### src/design/lightmap_bilinear_sampler_unit_macros.svh
// assertion macros for the lightmap bilinear sampler
`ifndef LIGHTMAP_BILINEAR_SAMPLER_UNIT_MACROS_SVH
`define LIGHTMAP_BILINEAR_SAMPLER_UNIT_MACROS_SVH

// condition holds in the same cycle as the trigger
`define LBS_ASSERT_IMPLY(label, trig, cond, msg) \
    label: assert property (@(posedge aclk) disable iff (!aresetn) (trig) |-> (cond)) \
        else $error(msg);

// condition holds in the cycle after the trigger
`define LBS_ASSERT_NEXT(label, trig, cond, msg) \
    label: assert property (@(posedge aclk) disable iff (!aresetn) (trig) |=> (cond)) \
        else $error(msg);

`endif

### src/design/lbs_pkg.sv
// shared types and constants of the lightmap bilinear sampler
`default_nettype none

package lbs_pkg;

    localparam int TEXEL_W      = 8;
    localparam int RGB_W        = 24;
    localparam int SUM_W        = 20;
    localparam int NUM_CORNERS  = 4;
    localparam int NUM_CHANNELS = 3;
    localparam int NUM_LANES    = NUM_CORNERS * NUM_CHANNELS;

    localparam logic [SUM_W-1:0] SUM_MAX = '1;

    // colour channel order inside a packed texel and inside a corner's lanes
    localparam int CH_RED   = 0;
    localparam int CH_GREEN = 1;
    localparam int CH_BLUE  = 2;

    // corner order of the lanes
    localparam int CORNER_00 = 0;
    localparam int CORNER_01 = 1;
    localparam int CORNER_10 = 2;
    localparam int CORNER_11 = 3;

    typedef struct packed {
        logic accept;   // an item is taken this cycle
        logic add;      // the item's layer counts towards the sums
        logic clear;    // the item closes the surface: sums restart at zero
    } lane_ctl_t;

endpackage

`default_nettype wire

### src/design/lbs_lerp.sv
// one interpolation step: a plus floor of (b - a) times frac over 2^frac_bits
`default_nettype none

module lbs_lerp #(
    parameter int FRAC_BITS = 4
) (
    input  logic [lbs_pkg::SUM_W-1:0] a,
    input  logic [lbs_pkg::SUM_W-1:0] b,
    input  logic [FRAC_BITS-1:0]      frac,
    output logic [lbs_pkg::SUM_W-1:0] y
);
    import lbs_pkg::*;

    localparam int DIFF_W = SUM_W + 1;
    localparam int PROD_W = DIFF_W + FRAC_BITS + 1;

    logic signed [DIFF_W-1:0] diff;
    logic signed [PROD_W-1:0] prod;
    logic signed [PROD_W-1:0] step;
    logic signed [PROD_W-1:0] res;

    always_comb begin
        diff = $signed({1'b0, b}) - $signed({1'b0, a});
        prod = PROD_W'(diff) * $signed(PROD_W'({1'b0, frac}));
        // arithmetic shift gives floor for negative differences
        step = prod >>> FRAC_BITS;
        res  = $signed(PROD_W'({1'b0, a})) + step;
        y    = res[SUM_W-1:0];
    end

endmodule

`default_nettype wire
### config.mk
export PLATFORM = sky130hd
export DESIGN_NAME = lbs_lerp
export DESIGN_NICKNAME = d
export VERILOG_FILES = /design/src/design/lightmap_bilinear_sampler_unit_macros.svh /design/src/design/lbs_pkg.sv /design/src/design/lbs_lerp.sv
export SDC_FILE = /design/constraint.sdc
export NUM_CORES = 1
export LEC_CHECK = 0
export ABC_AREA = 1
export ABC_CLOCK_PERIOD_IN_PS = 10000
export BUFFER_PORTS_ARGS = -buffer_cell sky130_fd_sc_hd__buf_4
export CAP_MARGIN = 25
export CORE_MARGIN = 10
export CORE_UTILIZATION = 52
export DETAILED_ROUTE_END_ITERATION = 7
export GPL_TIMING_DRIVEN = 0
export PLACE_DENSITY = 0.73
export SYNTH_ARGS = -nofsm -noshare
export SYNTH_HDL_FRONTEND = slang
export SYNTH_SLANG_ARGS = --single-unit
export TNS_END_PERCENT = 50
### constraint.sdc
create_clock -name vclk -period 10
set_clock_uncertainty 0.1 [all_clocks]
set_input_delay 2 -clock vclk [all_inputs]
set_output_delay 2 -clock vclk [all_outputs]
set_load 0.02 [all_outputs]
==> flow_metrics.tcl <==
set metrics [dict create \
    synth_seq_area_share 0 \
    dpl-instance-area_um2 5890 \
    first_pass_iters 5 \
    grt-ovfl-total 0 \
    gp_congestion 0.973 \
    core_region_area_um2 9820 \
    synth.distinct_cells 38 \
    critPathCaptureType "output pin" \
    design_area_um2 7090 \
    synth_area_um2 5240 \
    yosysTopAreaCellShare 0.198 \
    rsz0062_at_grt "yes" \
    fmax_mhz 101 \
    num_vias 5659 \
    vias_per_cell 5.25 \
    fin_crit_ns 9.90 \
    hold_class "primary input to output pin" \
    drtIter0Drc 578 \
    synthCells 844 \
    min_delay_path_depth 3 \
    synth_commonest_cells "inv_1, nand2_1, nor2_1" \
    worstMarginPinSlew_ns 0.625 \
    ant_nets 0 \
    die_area_um2 14500 \
    grt_max_degree 11 \
    worstPathRequired_ns 7.90 \
    cp_slowest_cell "fa_1" \
    chipWidth_um 120 \
    path_class "primary input to output pin" \
    synth_nets 1012 \
    hold_buffers 0 \
    synth_largest_area_cell "ha_1" \
    drc 0 \
    io_buffers 64 \
    finalSetupViolations 0 \
    maxCapViolations 0 \
    seq_area_um2 0 \
    grtUsageTotal 0.206 \
    pin_count 64 \
    cp_max_fo 6 \
    syn_to_final_growth_pct 35.2 \
    status "complete, no violations" \
    synth_area_leaders "ha_1, fa_1, inv_1" \
    wl_per_cell_um 15.6 \
    nNetsFinal 1114 \
    grt_pass1_vias 5287 \
    critical_path.max_stage_delay_ns 0.57 \
    yosysMostFrequentCell "inv_1" \
    core.rowCount 36 \
    critPathArrivalTime_ns 7.80 \
    crit_top_cell "inv_1" \
    period_share 0.990 \
    start_util 0.534 \
    layout-drive-gt1-share 0.298 \
    dpl.hpwl_um 13600 \
    totalWireLength_um 16800 \
    drv_slew 0 \
    clock_buffers 0 \
    hold_viol_final 0 \
    slew_headroom 0.583 \
    grt_pass1_wl_um 25200 \
    fillers 818 \
    antenna_cells 0 \
    antenna_found_initial 0 \
    syn_avg_cell_area_um2 6.21 \
    synth_warnings 0 \
    flops_and_latches 0 \
    cp-start-kind "primary input" \
    die_h_um 120 \
]
[timing repair]
action	4_1_cts	5_1_grt
buffers inserted	9	27
pin swaps	16	86
setup endpoints to repair	9	12
resized for setup	48	154
gates cloned	0	0
[cell type report]
class              count  area, um^2  area share
multi-input cells    653        5430       0.766
well taps            133         166      0.0235
plain buffers          6        22.5     0.00318
inverters            185         697      0.0983
repair buffers       100         773       0.109
[worst paths after layout]
check	endpoint	start	slack (ns)
hold / removal	y[0]	a[0]	4.23
setup / recovery	y[18]	a[3]	0.1
[layout by cell type, fill, tap and decap left out, drive strengths merged, types with 8 or more instances in the layout]
cell type	synthesis	routed
a21oi	65	65
buf	0	100
fa	41	41
ha	83	83
inv	184	184
nand2	182	182
nand3	33	33
nand4	8	8
nor2	120	120
o21ai	31	31
xnor2	22	22
xor2	28	28
[cells by family after synthesis]
family | after synthesis | synth area share
simple gates | 365 | 0.302
buf+inv | 191 | 0.137
fa+ha+maj | 124 | 0.355
compound gates | 114 | 0.122
xor+xnor | 50 | 0.0849
[metrics by stage]
step / util / TNS, ns / hold slack, ns / cells / setup WS, ns
finish: 0.722 / 0 / 4.23 / 1077 / 0.0977
global route: 0.722 / -0.463 / 4.25 / 1077 / -0.204
CTS: 0.633 / -0.00734 / 4.25 / 1050 / -0.00734
detailed placement: 0.600 / -3.23 / 4.25 / 1041 / -0.635
global placement: 0.600 / -3.16 / 4.25 / 1041 / -0.674
floorplan: - / 0 / 4.11 / 844 / 0.488
[critical path, delay by kind of cell]
family / cells / cell delay [ns]
xor+xnor: 3 / 0.51
simple gates: 9 / 0.80
compound gates: 7 / 1.31
buf+inv: 9 / 0.84
fa+ha+maj: 6 / 2.34
[routing by layer]
| layer | up-vias | global-route usage | share of wire | routed length [um] |
|---|---|---|---|---|
| li1 | 2837 | - | - | - |
| met1 | 2641 | 0.277 | 0.45 | 7510 |
| met2 | 166 | 0.367 | 0.49 | 8250 |
| met3 | 15 | 0.0116 | 0.053 | 896 |
| met4 | 0 | 0.0151 | 0.010 | 171 |
| met5 | - | 0 | 0 | 0 |
Power is left out: the tool's default activity adds up to more than one toggle a clock period on the data nets, which glitch-free logic cannot reach.
