**src/design/lightmap_bilinear_sampler_unit_macros.svh**
```systemverilog
// assertion macros for the lightmap bilinear sampler
`ifndef LIGHTMAP_BILINEAR_SAMPLER_UNIT_MACROS_SVH
`define LIGHTMAP_BILINEAR_SAMPLER_UNIT_MACROS_SVH

// condition holds in the same cycle as the trigger
`define LBS_ASSERT_IMPLY(label, trig, cond, msg) \
    label: assert property (@(posedge aclk) disable iff (!aresetn) (trig) |-> (cond)) \
        else $error(msg);

// condition holds in the cycle after the trigger
`define LBS_ASSERT_NEXT(label, trig, cond, msg) \
    label: assert property (@(posedge aclk) disable iff (!aresetn) (trig) |=> (cond)) \
        else $error(msg);

`endif

```
**src/design/lbs_pkg.sv**
```systemverilog
// shared types and constants of the lightmap bilinear sampler
`default_nettype none

package lbs_pkg;

    localparam int TEXEL_W      = 8;
    localparam int RGB_W        = 24;
    localparam int SUM_W        = 20;
    localparam int NUM_CORNERS  = 4;
    localparam int NUM_CHANNELS = 3;
    localparam int NUM_LANES    = NUM_CORNERS * NUM_CHANNELS;

    localparam logic [SUM_W-1:0] SUM_MAX = '1;

    // colour channel order inside a packed texel and inside a corner's lanes
    localparam int CH_RED   = 0;
    localparam int CH_GREEN = 1;
    localparam int CH_BLUE  = 2;

    // corner order of the lanes
    localparam int CORNER_00 = 0;
    localparam int CORNER_01 = 1;
    localparam int CORNER_10 = 2;
    localparam int CORNER_11 = 3;

    typedef struct packed {
        logic accept;   // an item is taken this cycle
        logic add;      // the item's layer counts towards the sums
        logic clear;    // the item closes the surface: sums restart at zero
    } lane_ctl_t;

endpackage

`default_nettype wire

```
**src/design/lbs_mac_lane.sv**
```systemverilog
// one multiply-accumulate lane: texel times layer scale into a saturating sum
`default_nettype none

module lbs_mac_lane #(
    parameter int SCALE_BITS = 10
) (
    input  logic                       aclk,
    input  logic                       aresetn,
    input  lbs_pkg::lane_ctl_t         ctl,
    input  logic [lbs_pkg::TEXEL_W-1:0] texel,
    input  logic [SCALE_BITS-1:0]      scale,
    output logic [lbs_pkg::SUM_W-1:0]  sum_total
);
    import lbs_pkg::*;

    localparam int PROD_W = TEXEL_W + SCALE_BITS;
    localparam int ADD_W  = ((PROD_W > SUM_W) ? PROD_W : SUM_W) + 1;

    logic [PROD_W-1:0] prod;
    logic [ADD_W-1:0]  wide_sum;
    logic [SUM_W-1:0]  sat_sum;
    logic [SUM_W-1:0]  sum_reg;
    logic [SUM_W-1:0]  sum_next;

    always_comb begin
        prod     = PROD_W'(texel) * PROD_W'(scale);
        wide_sum = ADD_W'(sum_reg) + ADD_W'(prod);
        sat_sum  = (wide_sum > ADD_W'(SUM_MAX)) ? SUM_MAX : wide_sum[SUM_W-1:0];
        // running total including this item's layer
        sum_total = ctl.add ? sat_sum : sum_reg;
        sum_next  = sum_reg;
        if (ctl.accept) begin
            sum_next = ctl.clear ? '0 : sum_total;
        end
    end

    always_ff @(posedge aclk) begin
        if (!aresetn) begin
            sum_reg <= '0;
        end else begin
            sum_reg <= sum_next;
        end
    end

endmodule

`default_nettype wire

```
**config.mk**
```make
export PLATFORM = sky130hd
export DESIGN_NAME = lbs_mac_lane
export DESIGN_NICKNAME = d
export VERILOG_FILES = /design/src/design/lightmap_bilinear_sampler_unit_macros.svh /design/src/design/lbs_pkg.sv /design/src/design/lbs_mac_lane.sv
export SDC_FILE = /design/constraint.sdc
export NUM_CORES = 1
export LEC_CHECK = 0
export ABC_AREA = 1
export BUFFER_PORTS_ARGS = -buffer_cell sky130_fd_sc_hd__buf_2
export CORE_AREA = 4 4 96 98
export CTS_CLUSTER_DIAMETER = 40
export DETAILED_ROUTE_END_ITERATION = 8
export DIE_AREA = 0 0 100 102
export HOLD_SLACK_MARGIN = 0.06
export PLACE_DENSITY = 0.78
export SETUP_SLACK_MARGIN = 0.15
export SYNTH_ARGS = -nofsm -noshare
export SYNTH_HDL_FRONTEND = slang
export SYNTH_SLANG_ARGS = --single-unit
export TNS_END_PERCENT = 50
```
**constraint.sdc**
```tcl
create_clock -name aclk -period 15.1 [get_ports aclk]
set_clock_uncertainty 0.2 [all_clocks]
set_input_delay 2.265 -clock aclk [delete_from_list [all_inputs] [get_ports aclk]]
set_output_delay 2.265 -clock aclk [all_outputs]
set_load 0.005 [all_outputs]
```
==> results.py, run 1 <==
metrics = {
    "layout": {
        "synthToLayoutAreaGrowth_pct": 5.32,
        "drive_gt1_share_pct": 11.8,
        "mostFrequentLayoutCells": "224 x nand2_1, 201 x inv_1, 64 x fa_1",
        "post-route-util_pct": 60.5,
        "final_nets": 883,
        "final_area_um2": 5120,
        "largest_register_ffs": 20,
        "layout.cells.most_common": "nand2_1",
        "diodes": 0,
    },
    "global_route": {
        "grt_antenna_before_repair": 0,
        "grt_pass1_vias": 4430,
        "grt_start_max_net_pins": 22,
        "grt_pass1_wl_um": 19700,
        "grtUsageTotal_pct": 23.7,
        "grt-ovfl-total": 0,
    },
    "yosys": {
        "synth-edff-count": 0,
        "synthArstFlopShare_pct": 0,
        "ys_types": 34,
        "synth.avg_cell_area_um2": 6.64,
        "ys_ff_latch": 20,
        "yosys-top-cells-area": "fa_1 26%, nand2_1 17%, inv_1 16%",
        "synth_area_um2": 4870,
        "yosys_warnings": 0,
        "syn_inst": 733,
        "synth-main-ff-cell": "dfxtp_1",
        "yosysTopAreaCell": "fa_1",
        "syn-num-nets": 863,
        "seq_area_frac_synth_pct": 8.23,
        "synth_top_area_share_pct": 26.3,
    },
    "cts": {
        "ctsHoldBuffers": 0,
        "h-tree-depth": 1,
        "postCtsSetupRepairBufs": 0,
        "cts-root-buf": "clkbuf_8",
        "clk_latency_ns": 0.28,
        "cts-resized-gates": 0,
        "cts_sinks": 20,
        "cts_tree": "built",
        "path_clk_slew_ns": 0.09,
        "cts_made_buffers": 3,
        "clockBufferDepth": 2,
    },
    "die": {
        "start_util_pct": 57.5,
        "coreArea_um2": 8470,
        "fp.dieH_um": 102,
        "die_x_um": 100,
        "die_area_um2": 10200,
        "row_count": 34,
        "io_pins": 43,
    },
    "hold_path": {
        "hold_depth": 2,
        "hold_path.class": "register to register",
    },
    "route": {
        "drc": 0,
        "routed_wl_um": 11400,
        "vias_per_cell": 4.98,
        "wire_per_inst_um": 13.2,
        "via_count": 4286,
        "first_pass_iters": 4,
        "ant_nets": 0,
        "drt-initial-drc-count": 179,
    },
    "worst_setup_path": {
        "crit_path_top_delay_cell": "fa_1",
        "worstPathRequired_ns": 12.64,
        "crit_path_cell_trace": "buf_2, nand2_1, fa_1, inv_1, fa_1, fa_1, inv_1, fa_1, inv_1, ha_1, nand2_1, inv_1, nand2_1, nand2_1, inv_1, nand2_1, nand2_1, nand2_1, nor2_2, nand3_1, and2_1, buf_2",
        "crit_path_frequent_cell": "nand2_1",
        "critical_path.max_stage_delay_ns": 0.54,
        "rr_worst_depth": 21,
        "cp_max_fo": 12,
        "worstPathArrival_ns": 6.70,
        "end_kind": "output pin",
        "path_class": "input port to output pin",
        "crit_path_start_kind": "input port",
    },
    "sta": {
        "drv_slew": 0,
        "period_needed_ns": 9.16,
        "finalSetupViolations": 0,
        "max_freq_mhz": 109,
        "slew_headroom_pct": 47.5,
        "finalSetupTns_ns": 0,
        "fin_crit_sh_pct": 60.7,
        "whs_ns": 0.270,
        "grt_setup_unrepaired": "no",
        "hold_viol": 0,
        "worst_slew_pin_slew_ns": 0.787,
    },
    "placement": {
        "placed_cell_area_um2": 5070,
        "port_buffers": 42,
        "place.gp.congestion": 0.927,
        "dpl.hpwl_um": 9590,
    },
    "flow_run": {
        "cap_violations": 0,
    },
    "power": {
        "pwr_density_cell_nw_per_um2": 165,
        "ir_worst_vdd_mv": 0.111,
        "p_leak_nw": 3.23,
    },
    "outcome": {
        "outcome": "completed",
    },
}
## per-layer routing
layer | GRT usage [%] | vias to the layer above | routed length, um | part of all wire [%]
met3 | 2.25 | 28 | 293 | 2.6
li1 | - | 2143 | - | -
met2 | 43.0 | 79 | 5710 | 50
met1 | 29.5 | 2036 | 4990 | 44
met5 | 0 | - | 0 | 0
met4 | 8.70 | 0 | 357 | 3.1
## through the flow
stage          setup slack, ns  power (mW)  std cells
2_1_floorplan             6.46       0.621        733
5_1_grt                   5.61       0.963        860
4_1_cts                   5.94       0.851        860
3_3_place_gp              5.99       0.775        856
3_5_place_dp              5.95       0.798        856
6_report                  5.94       0.846        860
## path summary, 6_finish.rpt
check	slack, ns	end	from
worst max-delay path	5.94	sum_total[14]	texel[4]
worst min register to register	0.27	sum_reg[11]$_SDFFE_PN0P_	sum_reg[11]$_SDFFE_PN0P_
worst min-delay path	0.27	sum_reg[11]$_SDFFE_PN0P_	sum_reg[11]$_SDFFE_PN0P_
worst max register to register	10.35	sum_reg[14]$_SDFFE_PN0P_	sum_reg[6]$_SDFFE_PN0P_
## power by group
group	switching [mW]	total, mW	internal [mW]	leakage (nW)
combinational	0.462	0.736	0.274	3.03
clock	0.0227	0.0460	0.0233	0.0288
sequential	0.00492	0.0646	0.0597	0.163
total	0.489	0.846	0.357	3.23
## cell usage after synthesis (all sizes together), types with 2 or more instances
| library cell | number |
|---|---|
| nand2 | 241 |
| inv | 207 |
| fa | 64 |
| ha | 43 |
| nand3 | 35 |
| a21oi | 31 |
| dfxtp | 20 |
| nor2 | 20 |
| clkbuf | 17 |
| a21boi | 8 |
| and2 | 8 |
| buf | 8 |
| or2 | 8 |
| xnor2 | 7 |
| nand3b | 3 |
| nand4 | 3 |
| nor3 | 3 |
| dlygate4sd3 | 2 |
## critical path: cells and delay by family
family / cells / cell delay, ns
simple gates: 10 / 1.42
buf+inv: 7 / 0.61
fa+ha+maj: 5 / 2.41
## cell type report
type	instances	area (um2)
clock buffers	4	55.1
fillers	815	3340
inverters	208	781
multi-input cells	477	3540
flip-flops and latches	20	400
well taps	108	135
repair buffers	43	218
## cells by family after synthesis
family | share of synthesized area (%)
buffers and inverters | 19.1
AND/OR/NAND/NOR | 28.7
AO/OA/AOI/OAI | 5.12
XOR/XNOR | 1.44
flip-flops | 8.23
adder cells (fa/ha/maj) | 37.4
(Power assumes the default switching activity.)
==> run 2: changes to the inputs <==
--- a/config.mk
+++ b/config.mk
@@ -5,14 +5,14 @@
 export SDC_FILE = /design/constraint.sdc
 export NUM_CORES = 1
 export LEC_CHECK = 0
-export ABC_AREA = 1
+export ABC_AREA = 0
 export BUFFER_PORTS_ARGS = -buffer_cell sky130_fd_sc_hd__buf_2
-export CORE_AREA = 4 4 96 98
+export CORE_AREA = 4 4 95 97
 export CTS_CLUSTER_DIAMETER = 40
 export DETAILED_ROUTE_END_ITERATION = 8
-export DIE_AREA = 0 0 100 102
+export DIE_AREA = 0 0 99 101
 export HOLD_SLACK_MARGIN = 0.06
-export PLACE_DENSITY = 0.78
+export PLACE_DENSITY = 0.77
 export SETUP_SLACK_MARGIN = 0.15
 export SYNTH_ARGS = -nofsm -noshare
 export SYNTH_HDL_FRONTEND = slang
==> constraint.sdc (replaced) <==
create_clock -name aclk -period 7.6 [get_ports aclk]
set_clock_uncertainty 0.2 [all_clocks]
set_input_delay 1.14 -clock aclk [delete_from_list [all_inputs] [get_ports aclk]]
set_output_delay 1.14 -clock aclk [all_outputs]
set_load 0.005 [all_outputs]
==> run 2 against run 1 <==
First-iteration DRC count is 4.5% lower. Setup slack worse by 5.4 ns. Wire length is 8.6% lower. Sequential share of layout area is 0.62 points higher. Sequential power is 86% higher. Critical path depth is 4 lower. Register-to-register slack worse by 7.8 ns. Hold slack better by 0.0087 ns. Area after synthesis is 8.3% lower. Power is 56% higher. Clock power is 57% higher. Sequential cell count stayed put. Highest routed layer unchanged.
==> results.py, run 2 <==
metrics = {
    "worst_setup_path": {
        "path_depth": 18,
        "worstPathRequired_ns": 6.26,
        "crit_path_frequent_cell": "fa_1",
        "crit_path_cell_trace": "buf_2, nand2_1, fa_1, fa_1, inv_1, fa_1, inv_1, fa_1, inv_1, ha_1, and2_4, a221oi_2, a21oi_2, o21ai_2, nand2_2, o31ai_1, nor2_1, buf_2",
        "crit_path_start_kind": "input port",
        "cp_max_fo": 10,
        "path_class": "input port to output pin",
        "rr_worst_depth": 17,
        "end_kind": "output pin",
        "critical_path.max_stage_delay_ns": 0.55,
        "crit_path_top_delay_cell": "fa_1",
        "critical_path.top_delay_family": "adder cells",
        "worstPathArrival_ns": 5.74,
        "critPathBufInv": 5,
    },
    "layout": {
        "drive_gt1_share_pct": 11.0,
        "diodes": 0,
        "synthToLayoutAreaGrowth_pct": 6.45,
        "largest_register_ffs": 20,
        "final_nets": 703,
        "mostFrequentLayoutCells": "110 x inv_1, 64 x fa_1, 56 x nand2_1",
        "layout.cells.most_common": "inv_1",
    },
    "route": {
        "routed_wl_um": 10400,
        "wire_per_inst_um": 15.4,
        "via_count": 3796,
        "ant_nets": 0,
        "drt-initial-drc-count": 171,
        "vias_per_cell": 5.62,
        "drc": 0,
        "first_pass_iters": 5,
    },
    "die": {
        "die_area_um2": 10000,
        "fp.dieH_um": 101,
        "die_x_um": 99,
        "row_count": 33,
        "coreArea_um2": 8130,
        "io_pins": 43,
        "start_util_pct": 54.9,
    },
    "power": {
        "sw_frac_of_total_pct": 55.4,
        "p_int_mw": 0.588,
        "ir_worst_vdd_mv": 0.132,
        "seqPwrFrac_pct": 9.1,
        "netSwitchingPower_mw": 0.729,
        "clockPowerShare_pct": 5.5,
        "pwr_density_cell_nw_per_um2": 277,
        "power_frac_comb_pct": 85.4,
        "p_leak_nw": 2.42,
    },
    "sta": {
        "finalSetupViolations": 0,
        "slew_headroom_pct": 42.1,
        "hold_viol": 0,
        "fin_crit_sh_pct": 93.2,
        "drv_slew": 0,
        "max_freq_mhz": 141,
        "grt_setup_unrepaired": "no",
        "finalSetupTns_ns": 0,
        "worst_slew_pin_slew_ns": 0.867,
        "period_needed_ns": 7.08,
        "worst_slack_ns": 0.520,
    },
    "global_route": {
        "grt-ovfl-total": 0,
        "grt_start_max_net_pins": 21,
        "grt_pass1_vias": 3814,
        "grt_antenna_before_repair": 0,
        "grt_pass1_wl_um": 17800,
        "grtUsageTotal_pct": 21.7,
    },
    "placement": {
        "dpl.hpwl_um": 8720,
        "pre_cts_slack_ns": 0.545,
        "place.gp.congestion": 0.901,
        "port_buffers": 42,
    },
    "yosys": {
        "yosys_warnings": 0,
        "seq_area_frac_synth_pct": 8.97,
        "ys_ff_latch": 20,
        "ys_types": 61,
        "synth-edff-count": 0,
        "yosys-top-cells-area": "fa_1 29%, ha_1 12%, inv_1 9.3%",
        "synth.avg_cell_area_um2": 8.22,
        "yosysTopAreaCell": "fa_1",
        "yosys-top-cells-count": "110 x inv_1, 64 x fa_1, 56 x nand2_1",
        "synth_top_area_share_pct": 28.7,
        "synthArstFlopShare_pct": 0,
        "syn_inst": 543,
        "synth-main-ff-cell": "dfxtp_1",
        "synth_area_um2": 4460,
        "yosysMostFrequentCell": "inv_1",
        "syn-num-nets": 673,
    },
    "cts": {
        "cts_made_buffers": 3,
        "cts-resized-gates": 0,
        "h-tree-depth": 1,
        "postCtsSetupRepairBufs": 0,
        "cts_sinks": 20,
        "cts-root-buf": "clkbuf_8",
        "cts_tree": "built",
        "clockBufferDepth": 2,
        "path_clk_slew_ns": 0.07,
        "clk_latency_ns": 0.26,
        "ctsHoldBuffers": 0,
    },
    "outcome": {
        "outcome": "completed",
    },
    "flow_run": {
        "cap_violations": 0,
    },
    "hold_path": {
        "hold_path.class": "register to register",
        "hold_depth": 2,
    },
}
## run 2: path summary, 6_finish.rpt
path	start	to	slack [ns]
setup / recovery	texel[7]	sum_total[16]	0.52
hold / removal	sum_reg[11]$_SDFFE_PN0P_	sum_reg[11]$_SDFFE_PN0P_	0.28
setup reg to reg	sum_reg[7]$_SDFFE_PN0P_	sum_reg[2]$_SDFFE_PN0P_	2.55
hold reg to reg	sum_reg[11]$_SDFFE_PN0P_	sum_reg[11]$_SDFFE_PN0P_	0.28
## run 2: kinds of logic (layout without fill, tap and decap cells)
| logic type | count (synthesis) | in the layout | synth area share [%] |
|---|---|---|---|
| buf+inv | 129 | 157 | 11.6 |
| compound gates | 115 | 115 | 18.2 |
| xor+xnor | 9 | 9 | 1.77 |
| simple gates | 162 | 162 | 18.4 |
| fa+ha+maj | 107 | 107 | 40.8 |
| mux | 1 | 1 | 0.224 |
| flops | 20 | 20 | 8.97 |
## run 2: tightest hold or removal path: stages (launching register included)
cell and delay (ns):
dfxtp_1 0.33, a21oi_1 0.04, nor2_1 0.07
## run 2: power by group through the flow
stage                     clock [mW]  sequential [mW]  combinational [mW]
after floorplan                    0            0.120               0.864
after global placement             0            0.122                1.09
after detailed placement           0            0.123                1.12
after CTS                     0.0719            0.120                1.13
after global routing          0.0751            0.121                1.26
final                         0.0721            0.120                1.12
## run 2: cell type report
class / instances / area (um2)
Clock buffer: 3 / 41.3
Inverter: 111 / 417
Sequential cell: 20 / 400
Tap cell: 105 / 131
Timing Repair Buffer: 43 / 218
Fill cell: 739 / 3380
Multi-Input combinational cell: 394 / 3540
## run 2: metal layers
layer  wire (um)  vias to the layer above  global-route usage [%]  part of all wire, %
met1        4400                     1875                    28.1                   42
met2        5520                       83                    39.5                   53
met5           0                        -                       0                    0
met3         313                       12                    2.08                  3.0
li1            -                     1826                       -                    -
met4         152                        0                    4.52                  1.5
## run 2: stage by stage
step | cell area [um2] | util [%] | instances | power, mW | hold slack (ns)
final | 4750 | 58.4 | 676 | 1.32 | 0.279
after global routing | 4750 | 58.4 | 676 | 1.46 | 0.324
after CTS | 4750 | 58.4 | 676 | 1.32 | 0.278
after detailed placement | 4710 | 57.9 | 673 | 1.24 | 0.261
after global placement | 4710 | 57.9 | 673 | 1.21 | 0.251
after floorplan | 4460 | - | 543 | 0.984 | 0.237
==> run 3: changes to the inputs <==
--- a/config.mk
+++ b/config.mk
@@ -7,12 +7,12 @@
 export LEC_CHECK = 0
 export ABC_AREA = 0
 export BUFFER_PORTS_ARGS = -buffer_cell sky130_fd_sc_hd__buf_2
-export CORE_AREA = 4 4 95 97
+export CORE_AREA = 4 4 92 94
 export CTS_CLUSTER_DIAMETER = 40
 export DETAILED_ROUTE_END_ITERATION = 8
-export DIE_AREA = 0 0 99 101
+export DIE_AREA = 0 0 96 98
 export HOLD_SLACK_MARGIN = 0.06
-export PLACE_DENSITY = 0.77
+export PLACE_DENSITY = 0.79
 export SETUP_SLACK_MARGIN = 0.15
 export SYNTH_ARGS = -nofsm -noshare
 export SYNTH_HDL_FRONTEND = slang
==> constraint.sdc (replaced) <==
create_clock -name aclk -period 7.8 [get_ports aclk]
set_clock_uncertainty 0.2 [all_clocks]
set_input_delay 1.17 -clock aclk [delete_from_list [all_inputs] [get_ports aclk]]
set_output_delay 1.17 -clock aclk [all_outputs]
set_load 0.005 [all_outputs]
==> run 3 against run 2 <==
Combinational power barely moved. Global-route usage increased by 2.2 points. Via count increased by 0.61%. Wire length decreased by 0.12%. Largest cell class unchanged.
==> results.py, run 3 (synthesized netlist as in run 2, its figures left out) <==
metrics = {
    "sta": {
        "worst_slew_pin_slew_ns": 0.824,
        "period_needed_ns": 7.06,
        "finalSetupTns_ns": 0,
        "slew_headroom_pct": 45.0,
        "whs_ns": 0.282,
        "finalSetupViolations": 0,
        "hold_viol": 0,
        "grt_setup_unrepaired": "no",
        "max_freq_mhz": 142,
        "fin_crit_sh_pct": 90.5,
        "drv_slew": 0,
    },
    "power": {
        "ir_worst_vdd_mv": 0.169,
        "p_leak_nw": 2.42,
        "pwr_density_cell_nw_per_um2": 272,
    },
    "cts": {
        "path_clk_slew_ns": 0.08,
        "cts_made_buffers": 3,
        "cts_tree": "built",
        "ctsHoldBuffers": 0,
        "cts_sinks": 20,
        "clockBufferDepth": 2,
        "postCtsSetupRepairBufs": 0,
        "clk_latency_ns": 0.26,
        "h-tree-depth": 1,
        "cts-resized-gates": 0,
        "cts-root-buf": "clkbuf_8",
    },
    "worst_setup_path": {
        "critPathBufInv": 6,
        "crit_path_cell_trace": "buf_2, nand2_1, fa_1, inv_1, fa_1, inv_1, fa_1, fa_1, inv_1, ha_1, and4_1, o21ai_0, a31oi_1, o21ai_2, nand2_2, buf_4, nor2_1, a21oi_1, buf_2",
        "worstPathArrival_ns": 5.69,
        "worstPathRequired_ns": 6.43,
        "crit_path_top_delay_cell": "fa_1",
        "cp_max_fo": 28,
        "path_class": "input port to output pin",
        "critical_path.top_delay_family": "adder cells",
        "crit_path_frequent_cell": "fa_1",
        "critical_path.max_stage_delay_ns": 0.54,
        "end_kind": "output pin",
        "crit_path_start_kind": "input port",
    },
    "die": {
        "io_pins": 43,
        "fp.dieH_um": 98,
        "start_util_pct": 58.3,
        "coreArea_um2": 7650,
        "die_area_um2": 9410,
        "die_x_um": 96,
        "row_count": 32,
    },
    "route": {
        "ant_nets": 0,
        "drt-initial-drc-count": 241,
        "vias_per_cell": 5.67,
        "via_count": 3819,
        "first_pass_iters": 7,
        "wire_per_inst_um": 15.4,
        "routed_wl_um": 10400,
        "drc": 0,
    },
    "placement": {
        "place.gp.congestion": 0.872,
        "port_buffers": 42,
        "dpl.hpwl_um": 8660,
    },
    "global_route": {
        "grt_pass1_wl_um": 18200,
        "grtUsageTotal_pct": 23.9,
        "grt_pass1_vias": 3959,
        "grt_antenna_before_repair": 0,
        "grt-ovfl-total": 0,
        "grt_start_max_net_pins": 29,
    },
    "layout": {
        "layout.cells.most_common": "inv_1",
        "final_nets": 703,
        "mostFrequentLayoutCells": "110 x inv_1, 64 x fa_1, 56 x nand2_1",
        "post-route-util_pct": 62.2,
        "synthToLayoutAreaGrowth_pct": 6.67,
        "diodes": 0,
        "fillCellCount": 690,
        "largest_register_ffs": 20,
        "drive_gt1_share_pct": 11.2,
    },
    "outcome": {
        "outcome": "completed",
    },
    "hold_path": {
        "hold_path.class": "register to register",
    },
    "flow_run": {
        "cap_violations": 0,
    },
}
## run 3: cell count changes in the layout (fill, tap and decap cells not counted)
cell      previous run  this run
clkbuf_8             3         4
## run 3: final cells by class
cell class | count | area (um2) | share of cell area [%]
Multi-Input combinational cell | 394 | 3540 | 74.4
Inverter | 111 | 417 | 8.75
Sequential cell | 20 | 400 | 8.41
Timing Repair Buffer | 43 | 218 | 4.57
Tap cell | 102 | 128 | 2.68
Clock buffer | 4 | 55.1 | 1.16
## run 3: tightest hold or removal path: cells and delay by family (launching register included)
family / cells / cell delay, ns
compound gates: 1 / 0.04
simple gates: 1 / 0.07
flops: 1 / 0.34
## run 3: report_power, final
| part | internal, mW | switching (mW) |
|---|---|---|
| Clock | 0.0450 | 0.0377 |
| Sequential | 0.110 | 0.00755 |
| Combinational | 0.430 | 0.666 |
| Total | 0.585 | 0.711 |
## run 3: per-stage QoR
step | power (mW) | instances | setup slack, ns | cell area, um2
CTS | 1.29 | 674 | 0.744 | 4760
detailed placement | 1.20 | 670 | 0.748 | 4700
finish | 1.30 | 674 | 0.738 | 4760
floorplan | 0.959 | 543 | 1.14 | 4460
global placement | 1.18 | 670 | 0.817 | 4700
global route | 1.44 | 674 | 0.476 | 4760
## run 3: metal layers
metal,track usage (%),part of all wire (%),routed length [um]
met4,6.78,3.1,322
met3,2.93,3.6,376
met1,31.0,41,4210
met5,0,0,0
met2,41.3,53,5470
## run 3: worst paths after layout
kind	start	to	slack [ns]	cells past startpoint
setup / recovery	scale[6]	sum_total[2]	0.74	19
setup reg to reg	sum_reg[9]$_SDFFE_PN0P_	sum_reg[16]$_SDFFE_PN0P_	2.95	16
hold reg to reg	sum_reg[11]$_SDFFE_PN0P_	sum_reg[11]$_SDFFE_PN0P_	0.28	2
hold / removal	sum_reg[11]$_SDFFE_PN0P_	sum_reg[11]$_SDFFE_PN0P_	0.28	2
